**config.mk**
```make
export PLATFORM = sky130hd
export DESIGN_NAME = word_tokenizer_with_comments_quotes
export DESIGN_NICKNAME = d
export VERILOG_FILES = /design/src/design/wtok_pkg.sv /design/src/design/wtok_core.sv /design/src/design/word_tokenizer_with_comments_quotes.sv
export SDC_FILE = /design/constraint.sdc
export NUM_CORES = 1
export LEC_CHECK = 0
export ABC_CLOCK_PERIOD_IN_PS = 7200
export BUFFER_PORTS_ARGS = -buffer_cell sky130_fd_sc_hd__buf_2
export CORE_ASPECT_RATIO = 0.75
export CORE_MARGIN = 2
export CORE_UTILIZATION = 35
export CTS_CLUSTER_DIAMETER = 80
export DETAILED_ROUTE_END_ITERATION = 10
export HOLD_SLACK_MARGIN = 0.12
export MAX_ROUTING_LAYER = met4
export PLACE_DENSITY = 0.51
export SLEW_MARGIN = 20
export SYNTH_ARGS = -nofsm -noshare
export SYNTH_HDL_FRONTEND = slang
export SYNTH_SLANG_ARGS = --single-unit
```
**constraint.sdc**
```tcl
create_clock -name clk_i -period 7.2 [get_ports clk_i]
set_clock_uncertainty 0.1 [all_clocks]
set_input_delay 0.36 -clock clk_i [delete_from_list [all_inputs] [get_ports clk_i]]
set_output_delay 0.36 -clock clk_i [all_outputs]
set_load 0.03 [all_outputs]
```
**src/design/wtok_pkg.sv**
```systemverilog
// Package for the word tokenizer: payload structs, character codes and
// the saturating counter helper. No dependencies.
`timescale 1ns / 1ps

package wtok_pkg;

  // Character codes
  localparam logic [7:0] ChHash  = 8'h23;
  localparam logic [7:0] ChSq    = 8'h27;
  localparam logic [7:0] ChDq    = 8'h22;
  localparam logic [7:0] ChSp    = 8'h20;
  localparam logic [7:0] ChTab   = 8'h09;
  localparam logic [7:0] ChComma = 8'h2C;
  localparam logic [7:0] ChNl    = 8'h0A;

  localparam logic [15:0] CntMax = 16'hFFFF;

  // Input transaction
  typedef struct packed {
    logic [7:0] text_byte;
    logic       end_marker;
  } wtok_in_t;

  // Result transaction
  typedef struct packed {
    logic        write_valid;
    logic [15:0] out_addr;
    logic [7:0]  out_byte;
    logic        start_valid;
    logic [15:0] start_word;
    logic [15:0] start_addr;
    logic        length_valid;
    logic [15:0] length_word;
    logic [15:0] length_value;
    logic        done_res;
    logic [15:0] char_total;
    logic [15:0] word_total;
  } wtok_out_t;

  // Tokenizer state carried from byte to byte
  typedef struct packed {
    logic        in_comment;
    logic        in_quote;
    logic        quote_is_double;
    logic        word_open;
    logic [15:0] current_length;
    logic [15:0] write_pointer;
    logic [15:0] quote_start;
    logic [15:0] stored_chars;
    logic [15:0] words_found;
  } wtok_state_t;

  // Saturating increment of a 16-bit counter
  function automatic logic [15:0] sat_inc(input logic [15:0] v);
    sat_inc = (v == CntMax) ? v : v + 16'd1;
  endfunction

endpackage

```
**src/design/wtok_core.sv**
```systemverilog
// Tokenizer state register and single-pass step logic for one byte.
// Depends on wtok_pkg.
`timescale 1ns / 1ps

module wtok_core #(
  parameter int unsigned BUFFER_DEPTH = 65536,
  parameter int unsigned MAX_WORDS    = 65536
) (
  input  logic                clk_i,
  input  logic                rst_ni,
  input  logic                step_i,
  input  wtok_pkg::wtok_in_t  item_i,
  output wtok_pkg::wtok_out_t res_o,
  output logic                has_res_o
);

  wtok_pkg::wtok_state_t st_q, st_d;
  wtok_pkg::wtok_out_t   res;
  logic [7:0]            c;
  logic [7:0]            qc;
  logic                  wr_ok;
  logic                  st_ok;
  logic                  len_ok;
  logic [15:0]           words_m1;

  assign c        = item_i.text_byte;
  assign qc       = st_q.quote_is_double ? wtok_pkg::ChDq : wtok_pkg::ChSq;
  assign words_m1 = st_q.words_found - 16'd1;
  assign wr_ok    = 32'(st_q.write_pointer) < BUFFER_DEPTH;
  assign st_ok    = 32'(st_q.words_found) < MAX_WORDS;
  assign len_ok   = (st_q.words_found != 16'd0) && (32'(words_m1) < MAX_WORDS);

  // Work out the next state and the result for the byte on hand
  always_comb begin
    st_d = st_q;
    res  = '0;
    if (item_i.end_marker) begin
      // Flush an open quote, report counts, clear for the next file
      if (st_q.in_quote) begin
        res.start_valid = st_ok;
        res.start_word  = st_ok ? st_q.words_found : 16'd0;
        res.start_addr  = st_ok ? st_q.quote_start : 16'd0;
        if (st_q.current_length != 16'd0) begin
          st_d.words_found = wtok_pkg::sat_inc(st_q.words_found);
        end
        res.write_valid = wr_ok;
        res.out_addr    = wr_ok ? st_q.write_pointer : 16'd0;
      end
      res.done_res   = 1'b1;
      res.char_total = st_q.stored_chars;
      res.word_total = st_d.words_found;
      st_d           = '0;
    end else if (!st_q.in_comment && c == wtok_pkg::ChHash) begin
      st_d.in_comment = 1'b1;
    end else if (!st_q.in_comment && !st_q.in_quote &&
                 (c == wtok_pkg::ChSq || c == wtok_pkg::ChDq)) begin
      // Open a quoted word
      st_d.in_quote        = 1'b1;
      st_d.quote_is_double = (c == wtok_pkg::ChDq);
      st_d.word_open       = 1'b1;
      st_d.current_length  = 16'd0;
      st_d.quote_start     = st_q.write_pointer;
    end else if (st_q.in_comment) begin
      if (c == wtok_pkg::ChNl) begin
        st_d.in_comment = 1'b0;
      end
    end else if (st_q.in_quote) begin
      if (c == qc) begin
        // Close the quote: start record and terminator, length kept
        st_d.in_quote   = 1'b0;
        st_d.word_open  = 1'b0;
        res.start_valid = st_ok;
        res.start_word  = st_ok ? st_q.words_found : 16'd0;
        res.start_addr  = st_ok ? st_q.quote_start : 16'd0;
        if (st_q.current_length != 16'd0) begin
          st_d.words_found = wtok_pkg::sat_inc(st_q.words_found);
        end
        res.write_valid    = wr_ok;
        res.out_addr       = wr_ok ? st_q.write_pointer : 16'd0;
        st_d.write_pointer = wtok_pkg::sat_inc(st_q.write_pointer);
      end else begin
        // Newline inside a quote counts but is not stored
        if (c != wtok_pkg::ChNl) begin
          res.write_valid    = wr_ok;
          res.out_addr       = wr_ok ? st_q.write_pointer : 16'd0;
          res.out_byte       = wr_ok ? c : 8'd0;
          st_d.write_pointer = wtok_pkg::sat_inc(st_q.write_pointer);
          st_d.stored_chars  = wtok_pkg::sat_inc(st_q.stored_chars);
        end
        st_d.current_length = wtok_pkg::sat_inc(st_q.current_length);
      end
    end else if (c != wtok_pkg::ChSp && c != wtok_pkg::ChTab &&
                 c != wtok_pkg::ChComma && c != wtok_pkg::ChNl) begin
      // Plain word character
      st_d.stored_chars   = wtok_pkg::sat_inc(st_q.stored_chars);
      st_d.current_length = wtok_pkg::sat_inc(st_q.current_length);
      if (!st_q.word_open) begin
        res.start_valid  = st_ok;
        res.start_word   = st_ok ? st_q.words_found : 16'd0;
        res.start_addr   = st_ok ? st_q.write_pointer : 16'd0;
        st_d.word_open   = 1'b1;
        st_d.words_found = wtok_pkg::sat_inc(st_q.words_found);
      end
      res.write_valid    = wr_ok;
      res.out_addr       = wr_ok ? st_q.write_pointer : 16'd0;
      res.out_byte       = wr_ok ? c : 8'd0;
      st_d.write_pointer = wtok_pkg::sat_inc(st_q.write_pointer);
    end else begin
      // Separator: close an open word with length record and terminator
      if (st_q.word_open && st_q.current_length != 16'd0) begin
        res.length_valid   = len_ok;
        res.length_word    = len_ok ? words_m1 : 16'd0;
        res.length_value   = len_ok ? st_q.current_length : 16'd0;
        res.write_valid    = wr_ok;
        res.out_addr       = wr_ok ? st_q.write_pointer : 16'd0;
        st_d.write_pointer = wtok_pkg::sat_inc(st_q.write_pointer);
      end
      st_d.word_open      = 1'b0;
      st_d.current_length = 16'd0;
    end
  end

  // Advance the state only when a byte is taken
  always_ff @(posedge clk_i or negedge rst_ni) begin
    if (!rst_ni) begin
      st_q <= '0;
    end else if (step_i) begin
      st_q <= st_d;
    end
  end

  assign res_o     = res;
  assign has_res_o = res.write_valid | res.start_valid | res.length_valid | res.done_res;

endmodule

```
**src/design/word_tokenizer_with_comments_quotes.sv**
```systemverilog
// Word tokenizer with comments and quotes: one byte per cycle in, result out.
// An accepted transaction is held in the input register, and its result is captured in the result register.
// Throughput: one byte per cycle; the input register refills while the
// result register drains, so stalls only follow out_ready_i.
// Reset: asynchronous active-low rst_ni clears all flags, counters and valids.
// Bytes that make no result are dropped after updating state.
`timescale 1ns / 1ps

module word_tokenizer_with_comments_quotes #(
  parameter int unsigned BUFFER_DEPTH = 65536,
  parameter int unsigned MAX_WORDS    = 65536
) (
  input  logic                clk_i,
  input  logic                rst_ni,
  input  logic                in_valid_i,
  output logic                in_ready_o,
  input  wtok_pkg::wtok_in_t  in_data_i,
  output logic                out_valid_o,
  input  logic                out_ready_i,
  output wtok_pkg::wtok_out_t out_data_o
);

  logic                in_vld_q;
  wtok_pkg::wtok_in_t  in_data_q;
  logic                out_vld_q;
  wtok_pkg::wtok_out_t out_data_q;
  logic                advance;
  logic                step;
  wtok_pkg::wtok_out_t res;
  logic                has_res;

  assign advance    = !out_vld_q || out_ready_i;
  assign step       = in_vld_q && advance;
  assign in_ready_o = !in_vld_q || advance;

  // Hold the incoming transaction
  always_ff @(posedge clk_i or negedge rst_ni) begin
    if (!rst_ni) begin
      in_vld_q <= 1'b0;
    end else if (in_ready_o) begin
      in_vld_q <= in_valid_i;
    end
  end

  always_ff @(posedge clk_i) begin
    if (in_valid_i && in_ready_o) begin
      in_data_q <= in_data_i;
    end
  end

  wtok_core #(
    .BUFFER_DEPTH(BUFFER_DEPTH),
    .MAX_WORDS   (MAX_WORDS)
  ) u_core (
    .clk_i    (clk_i),
    .rst_ni   (rst_ni),
    .step_i   (step),
    .item_i   (in_data_q),
    .res_o    (res),
    .has_res_o(has_res)
  );

  // Register the result; drop bytes that make none
  always_ff @(posedge clk_i or negedge rst_ni) begin
    if (!rst_ni) begin
      out_vld_q <= 1'b0;
    end else if (advance) begin
      out_vld_q <= step && has_res;
    end
  end

  always_ff @(posedge clk_i) begin
    if (step) begin
      out_data_q <= res;
    end
  end

  assign out_valid_o = out_vld_q;
  assign out_data_o  = out_data_q;

  // A word is never started and measured by the same byte
  assert property (@(posedge clk_i) disable iff (!rst_ni)
    out_valid_o |-> !(out_data_o.start_valid && out_data_o.length_valid))
    else $error("start and length record in one result");

  // An end-of-file result never carries a length record
  assert property (@(posedge clk_i) disable iff (!rst_ni)
    (out_valid_o && out_data_o.done_res) |-> !out_data_o.length_valid)
    else $error("length record on end-of-file result");

  // Every delivered result carries at least one record
  assert property (@(posedge clk_i) disable iff (!rst_ni)
    out_valid_o |-> (out_data_o.write_valid || out_data_o.start_valid ||
                     out_data_o.length_valid || out_data_o.done_res))
    else $error("empty result delivered");

endmodule

```
[Word-level counts from Yosys, hierarchy flattened]
Index checks and enable logic that the tools add are counted.
Cells by class
  muxes and demuxes: 60
  reductions and logical operators: 32
  equality and inequality tests: 25
  $add $sub $neg: 5
  bitwise logic cells: 5
Operator list (count)
  33-bit 2-to-1 mux: 12
  16-bit 2-to-1 mux: 18
  91-bit 2-to-1 mux: 3
  32-bit 2-to-1 mux: 4
  17-bit 2-to-1 mux: 6
  84-bit 2-to-1 mux: 1
  83-bit 2-to-1 mux: 1
  16-bit by 1-bit adder with 16-bit output (second input constant): 4
  16-bit equality test (second input constant): 4
  58-bit 2-to-1 mux: 1
  41-bit 2-to-1 mux: 1
  16-bit nonzero test: 2
  25-bit 2-to-1 mux: 1
  8-bit by 6-bit equality test with 1-bit output (second input constant): 3
  8-bit by 4-bit != test with 1-bit output (second input constant): 2
  8-bit by 6-bit != test with 1-bit output (second input constant): 2
  16-bit by 1-bit subtractor with 16-bit output (second input constant): 1
  7-bit AND reduction: 2
  3-bit != test (second input constant): 4
  4-bit != test (second input constant): 3
  1-bit logical AND: 10
  1-bit 2-to-1 mux: 10
  8-bit by 4-bit equality test with 1-bit output (second input constant): 1
  8-bit equality test: 1
  other kinds (17): 30
Storage, ports and cells
  register bits after elaboration: 219
  word-level logic and storage cells: 152
  output and inout bits: 126
  bits of input ports: 13

[Longest topological paths before layout]
Gate-level depths: netlist (run 1).
  depth in word-level cells: 14
  gate-level depth with buffers: 10
  mapped depth without buffers: 8

[Modules after synthesis]
A second synthesis (run 1) with hierarchy kept.
Unflattened totals
  cells, all modules: 936
  area total of the unflattened synthesis: 10383.7 um^2
By module, submodules not included
  wtok_core: area each 6283.5 um^2, cells each 794, times used 1, seq. area each 2102.0 um^2
  word_tokenizer_with_comments_quotes: area each 4100.2 um^2, cells each 142, times used 1, seq. area each 4043.9 um^2

[Worst setup path before layout (run 1)]
OpenSTA, ideal clock, no wires.
  path kind: register to register
  start point: register out_vld_q (netlist: out_valid_o)
  end point: register u_core.st_q[22] (netlist name)
  data required time: 7034 ps
  clock period less this slack: 6082 ps
  arrival: 5916 ps
  cell stages (with the launch flop): 10
  setup time: 66 ps
  path slack: 1118 ps
  path buffers: 2
  cells stage by stage: dfrtp_1 > nand2b_1 > nand2_1 > inv_1 > clkbuf_1 > o21ai_0 > buf_2 > or4_1 > o21ai_0 > a22o_1
Between the ends
  cells in the longest elaborated chain, start to end: 4
Ends and longest elaborated chain
  start: declaration: line word_tokenizer_with_comments_quotes.sv:25  | logic out_vld_q;
  start signal: assignment: line word_tokenizer_with_comments_quotes.sv:68  | out_vld_q <= step && has_res;
  1-bit zero test: line word_tokenizer_with_comments_quotes.sv:32  | assign advance = !out_vld_q || out_ready_i;
  1-bit logical OR: line word_tokenizer_with_comments_quotes.sv:32
  1-bit logical AND: line word_tokenizer_with_comments_quotes.sv:33  | assign step = in_vld_q && advance;
  named net step: line word_tokenizer_with_comments_quotes.sv:28  | logic step;
  7-bit AND reduction (no source line)
  end signal: assignment: line wtok_core.sv:128  | st_q <= st_d;
  end: declaration: line wtok_core.sv:17  | wtok_pkg::wtok_state_t st_q, st_d;
The timed path passes the listed nets, and every way through them passes these cells.
A chain may end at the register's enable or synchronous reset.

[Final worst setup path (run 1)]
  start point: register u_core.st_q[64] (netlist name)
  end point: register out_data_q (netlist bit out_data_o[44]), data pin
Between the ends
  cells in the longest elaborated chain, start to end: 4
Ends and longest elaborated chain
  16-bit nonzero test: line wtok_core.sv:110  | if (st_q.word_open && st_q.current_length != 16'd0) begin
  1-bit logical AND: line wtok_core.sv:110
  1-bit NOT (no source line)
  8-bit OR reduction (no source line)
  end signal: assignment: line word_tokenizer_with_comments_quotes.sv:74  | out_data_q <= res;
  end: declaration: line word_tokenizer_with_comments_quotes.sv:26  | wtok_pkg::wtok_out_t out_data_q;
No other way between the ends.

==> impl_metrics.tcl, run 1 <==
set metrics [dict create \
    die_area_um2 31500 \
    tns_ps 0 \
    antenna_cells 0 \
    finalCritPeriodShare_pct 49.8 \
    synth_fp_nets 951 \
    outcome "finished, final reports clean" \
    fin_hold_ws_ps 271 \
    placed_area_um2 11500 \
    row_count 54 \
    ios 139 \
    final_cell_mix "buf_2, edfxtp_1, dfrtp_1" \
    setup.worst_path.start "u_core.st_q[64]" \
    slew_violations 0 \
    synthFlopType "edfxtp_1" \
    fillers 2818 \
    cts_root_buffer "clkbuf_16" \
    stdcell_area_um2 12500 \
    hpwl_um 19000 \
    worstPathRequired_ps 7370 \
    syn_to_final_growth_pct 18.5 \
    finish.net_count 1087 \
    overflow 0 \
    max_freq_ghz 0.279 \
    criticalPathCategory "reg -> reg" \
    numCtsBuffers 25 \
    critPathLaunchType "flip-flop" \
    timing.rr.start "u_core.st_q[64]" \
    grt_max_degree 78 \
    final_common_cell "buf_2" \
    seq_area_frac_synth_pct 58.4 \
    finalWirelength_um 28100 \
    avgSynthCellArea_um2 11.3 \
    postCtsSetupBuffers 0 \
    rsz0062_at_grt "no" \
    wl_per_cell_um 19.0 \
    min_period_ps 3590 \
    synth_cell_type_count 75 \
    grt.total_usage_pct 18.4 \
    coreArea_um2 29300 \
    ys_warn_count 0 \
    syn-cell-area_um2 10500 \
    p_per_area_nw_per_um2 266 \
    async_flop_share_pct 39.3 \
    ant_nets 0 \
    finalCoreUtilization_pct 42.5 \
    clkSinkCount 219 \
    drc 0 \
    synthCells 931 \
    gp_congestion 0.824 \
    grt_pass1_vias 7413 \
    synth_enable_flop_cells 133 \
    dr.pass1.iters 5 \
    worstMarginPinSlew_ps 1060 \
    ys_seq_elements 219 \
    crit_fanout 20 \
    antenna_found_initial 0 \
    initial_utilization_pct 35.9 \
    cp-end-kind "flip-flop" \
    dieWidth_um 204 \
    leakage_nw 4.91 \
    portBuffers 138 \
    finalHoldViolCount 0 \
    vias 7933 \
    grt_pass1_wl_um 44400 \
    drt-initial-drc-count 558 \
    path_clk_slew_ps 60 \
    cts_tree "yes" \
    avgViaCountPerCell 5.37 \
    cts.htree.levels 1 \
    dp_cells 1419 \
    cp.arrival_ps 3750 \
    setup_viol_count_final 0 \
    clk_latency_ps 520 \
    die_h_um 154 \
    drv_cap 0 \
    hp-class "in -> async" \
    max_slew_margin_pct 29.6 \
    drive_gt1_share_pct 19.6 \
    instances_no_fill 1478 \
    cts_buffer_depth 3 \
    ir_drop_mv 0.139 \
    cts_resized 0 \
]
final timing paths:
| check | endpoint | slack (ps) | cells past startpoint |
|---|---|---|---|
| max in group asynchronous | u_core.st_q[80] | 5640 | 3 |
| worst min-delay path | u_core.st_q[31] | 270 | 2 |
| worst max register to register | out_data_o[44] | 3610 | 8 |
| worst min register to register | u_core.st_q[34] | 410 | 1 |
| worst max-delay path | out_data_o[44] | 3610 | 8 |
| min in group clk_i | u_core.st_q[34] | 410 | 1 |
final cells by class:
cell class	instances	area, µm²	area share (%)
clock buffer	32	682	5.47
timing repair buffer	165	928	7.45
inverter	29	114	0.914
multi-input combinational	627	4000	32.1
clock inverter	14	96.3	0.773
tap	392	490	3.94
sequential	219	6150	49.3
state kept, by name (all words and copies together), names as in the netlist:
name	count
out_data_o	124
in_vld_q	1
in_data_q	9
u_core.st_q	84
out_valid_o	1
layer usage:
metal / part of all wire, % / track usage [%] / vias to the layer above
met5: 0 / - / -
met2: 39 / 23.3 / 217
met4: 1.8 / 3.83 / 0
li1: - / - / 3775
met1: 54 / 30.3 / 3905
met3: 4.9 / 2.50 / 36
synth_stat cells (5+ instances only):
master	n	area, µm²
a211o_1	7	61.3
a211oi_1	5	37.5
a21o_1	7	52.6
a21oi_1	34	170
a22o_1	36	315
a31oi_1	11	68.8
and2_1	66	413
and3_1	9	56.3
buf_2	22	110
clkbuf_1	27	101
dfrtp_1	86	2150
edfxtp_1	133	3990
ha_1	7	87.6
inv_1	28	105
mux2i_1	7	70.1
nand2_1	50	188
nand2b_1	11	68.8
nand3_1	36	180
nand4_1	12	75.1
nor2_1	73	274
nor2b_1	6	37.5
nor3_1	26	130
nor3b_1	5	37.5
nor4_1	21	131
o211ai_1	6	45.0
o21ai_0	34	170
o22ai_1	5	31.3
o31ai_1	15	113
o41ai_1	6	52.6
or3_1	23	144
or4_1	15	113
xnor2_1	20	175
xor2_1	10	87.6
cell families after synthesis:
family	count (synthesis)	share of synthesized area, %
adders and majority gates	7	0.833
DFF	219	58.4
and+or+nand+nor	380	19.8
xor gates and xnor gates	31	2.65
buffers and inverters	85	3.53
muxes	7	0.666
AOI/OAI and AO/OA	202	14.0
report_power, final:
group	internal, W	total (W)	switching [W]
sequential	0.00146	0.00156	0.0000973
clock	0.000703	0.00122	0.000513
combinational	0.000168	0.000542	0.000374
total	0.00233	0.00331	0.000984
critical path, stage by stage (launching register included):
cell     delay, ps
dfrtp_1        410
inv_1          100
ha_1           140
or4b_1         510
o41ai_2        560
a31oi_1        150
nand3_1        690
inv_1          410
and2_1         280
repair_timing:
item                                   CTS  global route
endpoints found under the hold margin   46             0
hold buffers                            13             0
setup endpoints to repair                0             0
through the flow:
step                      setup slack, ps  total power [W]
after global routing                 3300          0.00347
after floorplan                      1120          0.00195
after CTS                            3490          0.00335
after detailed placement             3510          0.00212
after global placement               3590          0.00212
final                                3610          0.00331
No activity file was read; power rests on OpenSTA's default activity.
==> run 2, diff against run 1 <==
--- a/config.mk
+++ b/config.mk
@@ -5,7 +5,7 @@
 export SDC_FILE = /design/constraint.sdc
 export NUM_CORES = 1
 export LEC_CHECK = 0
-export ABC_CLOCK_PERIOD_IN_PS = 7200
+export ABC_CLOCK_PERIOD_IN_PS = 3100
 export BUFFER_PORTS_ARGS = -buffer_cell sky130_fd_sc_hd__buf_2
 export CORE_ASPECT_RATIO = 0.75
 export CORE_MARGIN = 2
@@ -14,7 +14,7 @@
 export DETAILED_ROUTE_END_ITERATION = 10
 export HOLD_SLACK_MARGIN = 0.12
 export MAX_ROUTING_LAYER = met4
-export PLACE_DENSITY = 0.51
+export PLACE_DENSITY = 0.53
 export SLEW_MARGIN = 20
 export SYNTH_ARGS = -nofsm -noshare
 export SYNTH_HDL_FRONTEND = slang
==> constraint.sdc (replaced) <==
create_clock -name clk_i -period 3.1 [get_ports clk_i]
set_clock_uncertainty 0.1 [all_clocks]
set_input_delay 0.155 -clock clk_i [delete_from_list [all_inputs] [get_ports clk_i]]
set_output_delay 0.155 -clock clk_i [all_outputs]
set_load 0.03 [all_outputs]
==> impl_metrics.tcl, run 2 (synthesis results as in run 1) <==
set metrics [dict create \
    outcome "finished, final reports clean" \
    clkSinkCount 219 \
    leakage_nw 5.12 \
    fillers 2827 \
    seq_area_um2 6150 \
    finalCritPeriodShare_pct 91.2 \
    ios 139 \
    path_clk_slew_ps 60 \
    worstPathRequired_ps 3270 \
    timing.rr.start "u_core.st_q[64]" \
    gr-usage-met1_pct 30.0 \
    dr.pass1.iters 5 \
    finish.net_count 1129 \
    setup_viol_count_final 0 \
    avgViaCountPerCell 5.30 \
    drive_gt1_share_pct 22.7 \
    tns_ps 0 \
    met2_usage_pct 24.6 \
    grt_pass1_vias 7470 \
    drv_cap 0 \
    grt_pass1_wl_um 44800 \
    largest_register_ffs 124 \
    row_count 54 \
    max_slew_margin_pct 49.5 \
    cts_buffer_depth 3 \
    rsz0062_at_grt "no" \
    antenna_cells 0 \
    dieWidth_um 204 \
    final_cell_mix "buf_2, edfxtp_1, dfrtp_1" \
    setup.worst_path.start "u_core.st_q[64]" \
    finalHoldViolCount 0 \
    final_common_cell "buf_2" \
    met3_usage_pct 2.35 \
    setup_ws_ps 271 \
    clk_latency_ps 520 \
    p_per_area_nw_per_um2 594 \
    criticalPathCategory "reg -> reg" \
    vias 8045 \
    antenna_found_initial 0 \
    finalWirelength_um 28600 \
    cts_root_buffer "clkbuf_16" \
    cts.htree.levels 1 \
    critPathLaunchType "flip-flop" \
    min_period_ps 2830 \
    gr-max-usage-layer "met1" \
    drc 0 \
    coreArea_um2 29300 \
    hpwl_um 19500 \
    hp-class "in -> async" \
    cp-end-kind "flip-flop" \
    die_h_um 154 \
    syn_to_final_growth_pct 21.5 \
    max_freq_ghz 0.354 \
    ir_drop_mv 0.377 \
    grt_max_degree 110 \
    multi_input_area_um2 4010 \
    portBuffers 138 \
    overflow 0 \
    cp.arrival_ps 3000 \
    grt.total_usage_pct 18.6 \
    die_area_um2 31500 \
    drt-initial-drc-count 635 \
    worstMarginPinSlew_ps 756 \
    gp_congestion 0.853 \
    crit_fanout 17 \
    cts_tree "yes" \
    slew_violations 0 \
    numCtsBuffers 24 \
    wl_per_cell_um 18.8 \
    place_ws_ps 182 \
    initial_utilization_pct 35.9 \
    ant_nets 0 \
]
## run 2: changes by cell type in the layout (fill, tap and decap cells not counted), sizes merged
cell,delta
buf,+43
bufinv,-1
clkinv,-1
## run 2: worst paths after layout
path | slack [ps] | endpoint | cells after the start
max | 270 | out_data_o[111] | 8
min | 120 | u_core.st_q[73] | 3
max reg2reg | 270 | out_data_o[111] | 8
min reg2reg | 400 | u_core.st_q[35] | 1
max in group asynchronous | 2360 | u_core.st_q[33] | 3
min in group clk_i | 260 | in_data_q[0] | 2
## run 2: power breakdown
| group | internal, W | leakage (nW) | switching (W) |
|---|---|---|---|
| Sequential | 0.00339 | 2.50 | 0.000208 |
| Combinational | 0.000445 | 2.25 | 0.000898 |
| Clock | 0.00150 | 0.361 | 0.00116 |
## run 2: metrics by stage
step / hold WS (ps) / area [µm²] / util, % / instances / total power [W]
detailed placement: 153 / 11900 / 40.6 / 1462 / 0.00498
CTS: 138 / 12800 / 43.6 / 1519 / 0.00770
global route: 189 / 12800 / 43.6 / 1519 / 0.00795
finish: 123 / 12800 / 43.6 / 1519 / 0.00759
floorplan: -241 / 10500 / - / 931 / 0.00451
global placement: 156 / 11900 / 40.6 / 1462 / 0.00498
## run 2: final cells by class
type,instances,area share [%]
timing repair buffer,208,10.1
multi-input combinational,627,31.4
clock inverter,12,0.568
clock buffer,32,5.17
tap,392,3.84
inverter,29,0.872
sequential,219,48.1
## run 2: worst max-delay path: stages (launching register included)
cell,delay (ps)
dfrtp_1,410
inv_1,90
ha_1,130
or4b_1,520
o41ai_2,480
o21a_2,250
nor3_1,70
a21o_2,320
and2_1,210
## run 2: repair_timing
action,in CTS,in global routing
gates resized for setup,0,2
hold endpoints to repair,106,0
buffers inserted,0,0
setup endpoints to repair,0,16
hold buffers,13,0
## run 2: metal layers
layer	vias to the layer above	routed length [µm]
met5	-	0
met4	0	488
met3	33	1400
met2	221	11500
met1	3934	15200
li1	3857	-
==> run 3, diff against run 2 <==
--- a/config.mk
+++ b/config.mk
@@ -5,7 +5,7 @@
 export SDC_FILE = /design/constraint.sdc
 export NUM_CORES = 1
 export LEC_CHECK = 0
-export ABC_CLOCK_PERIOD_IN_PS = 3100
+export ABC_CLOCK_PERIOD_IN_PS = 3200
 export BUFFER_PORTS_ARGS = -buffer_cell sky130_fd_sc_hd__buf_2
 export CORE_ASPECT_RATIO = 0.75
 export CORE_MARGIN = 2
@@ -14,7 +14,9 @@
 export DETAILED_ROUTE_END_ITERATION = 10
 export HOLD_SLACK_MARGIN = 0.12
 export MAX_ROUTING_LAYER = met4
-export PLACE_DENSITY = 0.53
+export PLACE_DENSITY = 0.51
+export RECOVER_POWER = 50
+export SKIP_CTS_REPAIR_TIMING = 1
 export SLEW_MARGIN = 20
 export SYNTH_ARGS = -nofsm -noshare
 export SYNTH_HDL_FRONTEND = slang
==> constraint.sdc (replaced) <==
create_clock -name clk_i -period 3.2 [get_ports clk_i]
set_clock_uncertainty 0.1 [all_clocks]
set_input_delay 0.16 -clock clk_i [delete_from_list [all_inputs] [get_ports clk_i]]
set_output_delay 0.16 -clock clk_i [all_outputs]
set_load 0.03 [all_outputs]
==> impl_metrics.tcl, run 3 (synthesis results as in run 1) <==
set metrics [dict create \
    drv_cap 0 \
    worstMarginPinSlew_ps 1290 \
    criticalPathCategory "reg -> reg" \
    finalWirelength_um 28800 \
    finalCritPeriodShare_pct 93.7 \
    clkSinkCount 219 \
    fin_total_pwr_w 0.00756 \
    final_cell_mix "clkbuf_1, edfxtp_1, dfrtp_1" \
    finalCoreUtilization_pct 42.8 \
    min_period_ps 3000 \
    wl_per_cell_um 19.1 \
    dr.pass1.iters 5 \
    ios 139 \
    worstPathRequired_ps 3380 \
    fillers 2918 \
    finalHoldViolCount 0 \
    r2r-end "out_data_o[116]" \
    r2r_slack_ps 200 \
    die_area_um2 31500 \
    cts_root_buffer "clkbuf_16" \
    coreArea_um2 29300 \
    worstHoldPathCells 2 \
    tns_ps 0 \
    leakage_nw 4.65 \
    syn_to_final_growth_pct 19.3 \
    grt.total_usage_pct 18.8 \
    die_h_um 154 \
    p_per_area_nw_per_um2 603 \
    critPathLaunchType "flip-flop" \
    hp-class "in -> reg" \
    drt-initial-drc-count 700 \
    max_slew_margin_pct 14.0 \
    reg2reg_depth 8 \
    max_freq_ghz 0.334 \
    antenna_found_initial 0 \
    cp.arrival_ps 3170 \
    hpwl_um 19800 \
    drc 0 \
    setup_viol_count_final 0 \
    cts_buffer_depth 3 \
    row_count 54 \
    initial_utilization_pct 35.9 \
    outcome "finished, final reports clean" \
    hp-start "in_data_i[4]" \
    crit_fanout 17 \
    clk_latency_ps 520 \
    grt_pass1_vias 7534 \
    final_common_cell "clkbuf_1" \
    overflow 0 \
    drive_gt1_share_pct 9.78 \
    cts_tree "yes" \
    dieWidth_um 204 \
    ant_nets 0 \
    finish.net_count 1118 \
    vias 8049 \
    rsz0062_at_grt "no" \
    ir_drop_mv 0.328 \
    largest_register_ffs 124 \
    slew_violations 0 \
    hold_end "in_data_q[4]" \
    cts.htree.levels 1 \
    gp_congestion 0.871 \
    cp-end-kind "flip-flop" \
    avgViaCountPerCell 5.34 \
    placed_area_um2 11800 \
    grt_max_degree 77 \
    numCtsBuffers 24 \
    portBuffers 138 \
    stdcell_area_um2 12500 \
    antenna_cells 0 \
    path_clk_slew_ps 60 \
    grt_pass1_wl_um 45000 \
    timing.rr.start "u_core.st_q[64]" \
]
## run 3: changes by cell type in the layout (fill, tap and decap cells not counted), sizes merged
| cell | delta |
|---|---|
| bufinv | +4 |
| clkbuf | +133 |
| clkinvlp | +1 |
| inv | -2 |
| buf | -144 |
| clkinv | -4 |
## run 3: per-layer routing
layer	vias up	routed length [µm]	track usage (%)
met5	-	0	-
met4	0	487	4.00
li1	3826	-	-
met2	209	11600	24.6
met3	35	1560	2.71
met1	3979	15100	30.0
## run 3: how the worst max path moves through the flow
| stage | from | cells past startpoint | end | slack [ps] |
|---|---|---|---|---|
| global placement | u_core.st_q[64] | 8 | out_data_o[109] | 300 |
| finish | u_core.st_q[64] | 8 | out_data_o[116] | 200 |
| detailed placement | u_core.st_q[64] | 8 | out_data_o[116] | 190 |
| floorplan | out_valid_o | 9 | u_core.st_q[22] | 30 |
| CTS | u_core.st_q[64] | 8 | out_data_o[116] | 190 |
| global route | in_data_q[5] | 6 | u_core.st_q[72] | 7 |
## run 3: report_power, final
part / internal (W) / leakage (nW) / switching [W]
logic: 0.000363 / 1.76 / 0.000857
clock network: 0.00173 / 0.390 / 0.00111
registers: 0.00328 / 2.50 / 0.000218
total: 0.00537 / 4.65 / 0.00219
## run 3: cell type report
class                           instances  area [µm²]  area share [%]
Clock inverter                         11         166            1.33
Clock buffer                           32         641            5.11
Tap cell                              392         490            3.91
Multi-Input combinational cell        627        4000            31.9
Sequential cell                       219        6150            49.0
Timing Repair Buffer                  197         993            7.92
Inverter                               29         110           0.877
## run 3: worst max-delay path, cell delays in order (launching register included)
cell and delay, ps:
dfrtp_1 410, inv_1 90, ha_1 130, or4b_1 530, o41ai_2 500, o21a_2 260
nor3_1 70, a21o_1 380, and2_1 270
## run 3: per-stage QoR
step | worst slack (ps) | hold WS [ps] | instances
after global placement | 300 | 147 | 1451
after floorplan | 34.9 | -236 | 931
final | 203 | 244 | 1507
after CTS | 186 | -416 | 1494
after global routing | 7.11 | 239 | 1507
after detailed placement | 194 | 140 | 1451
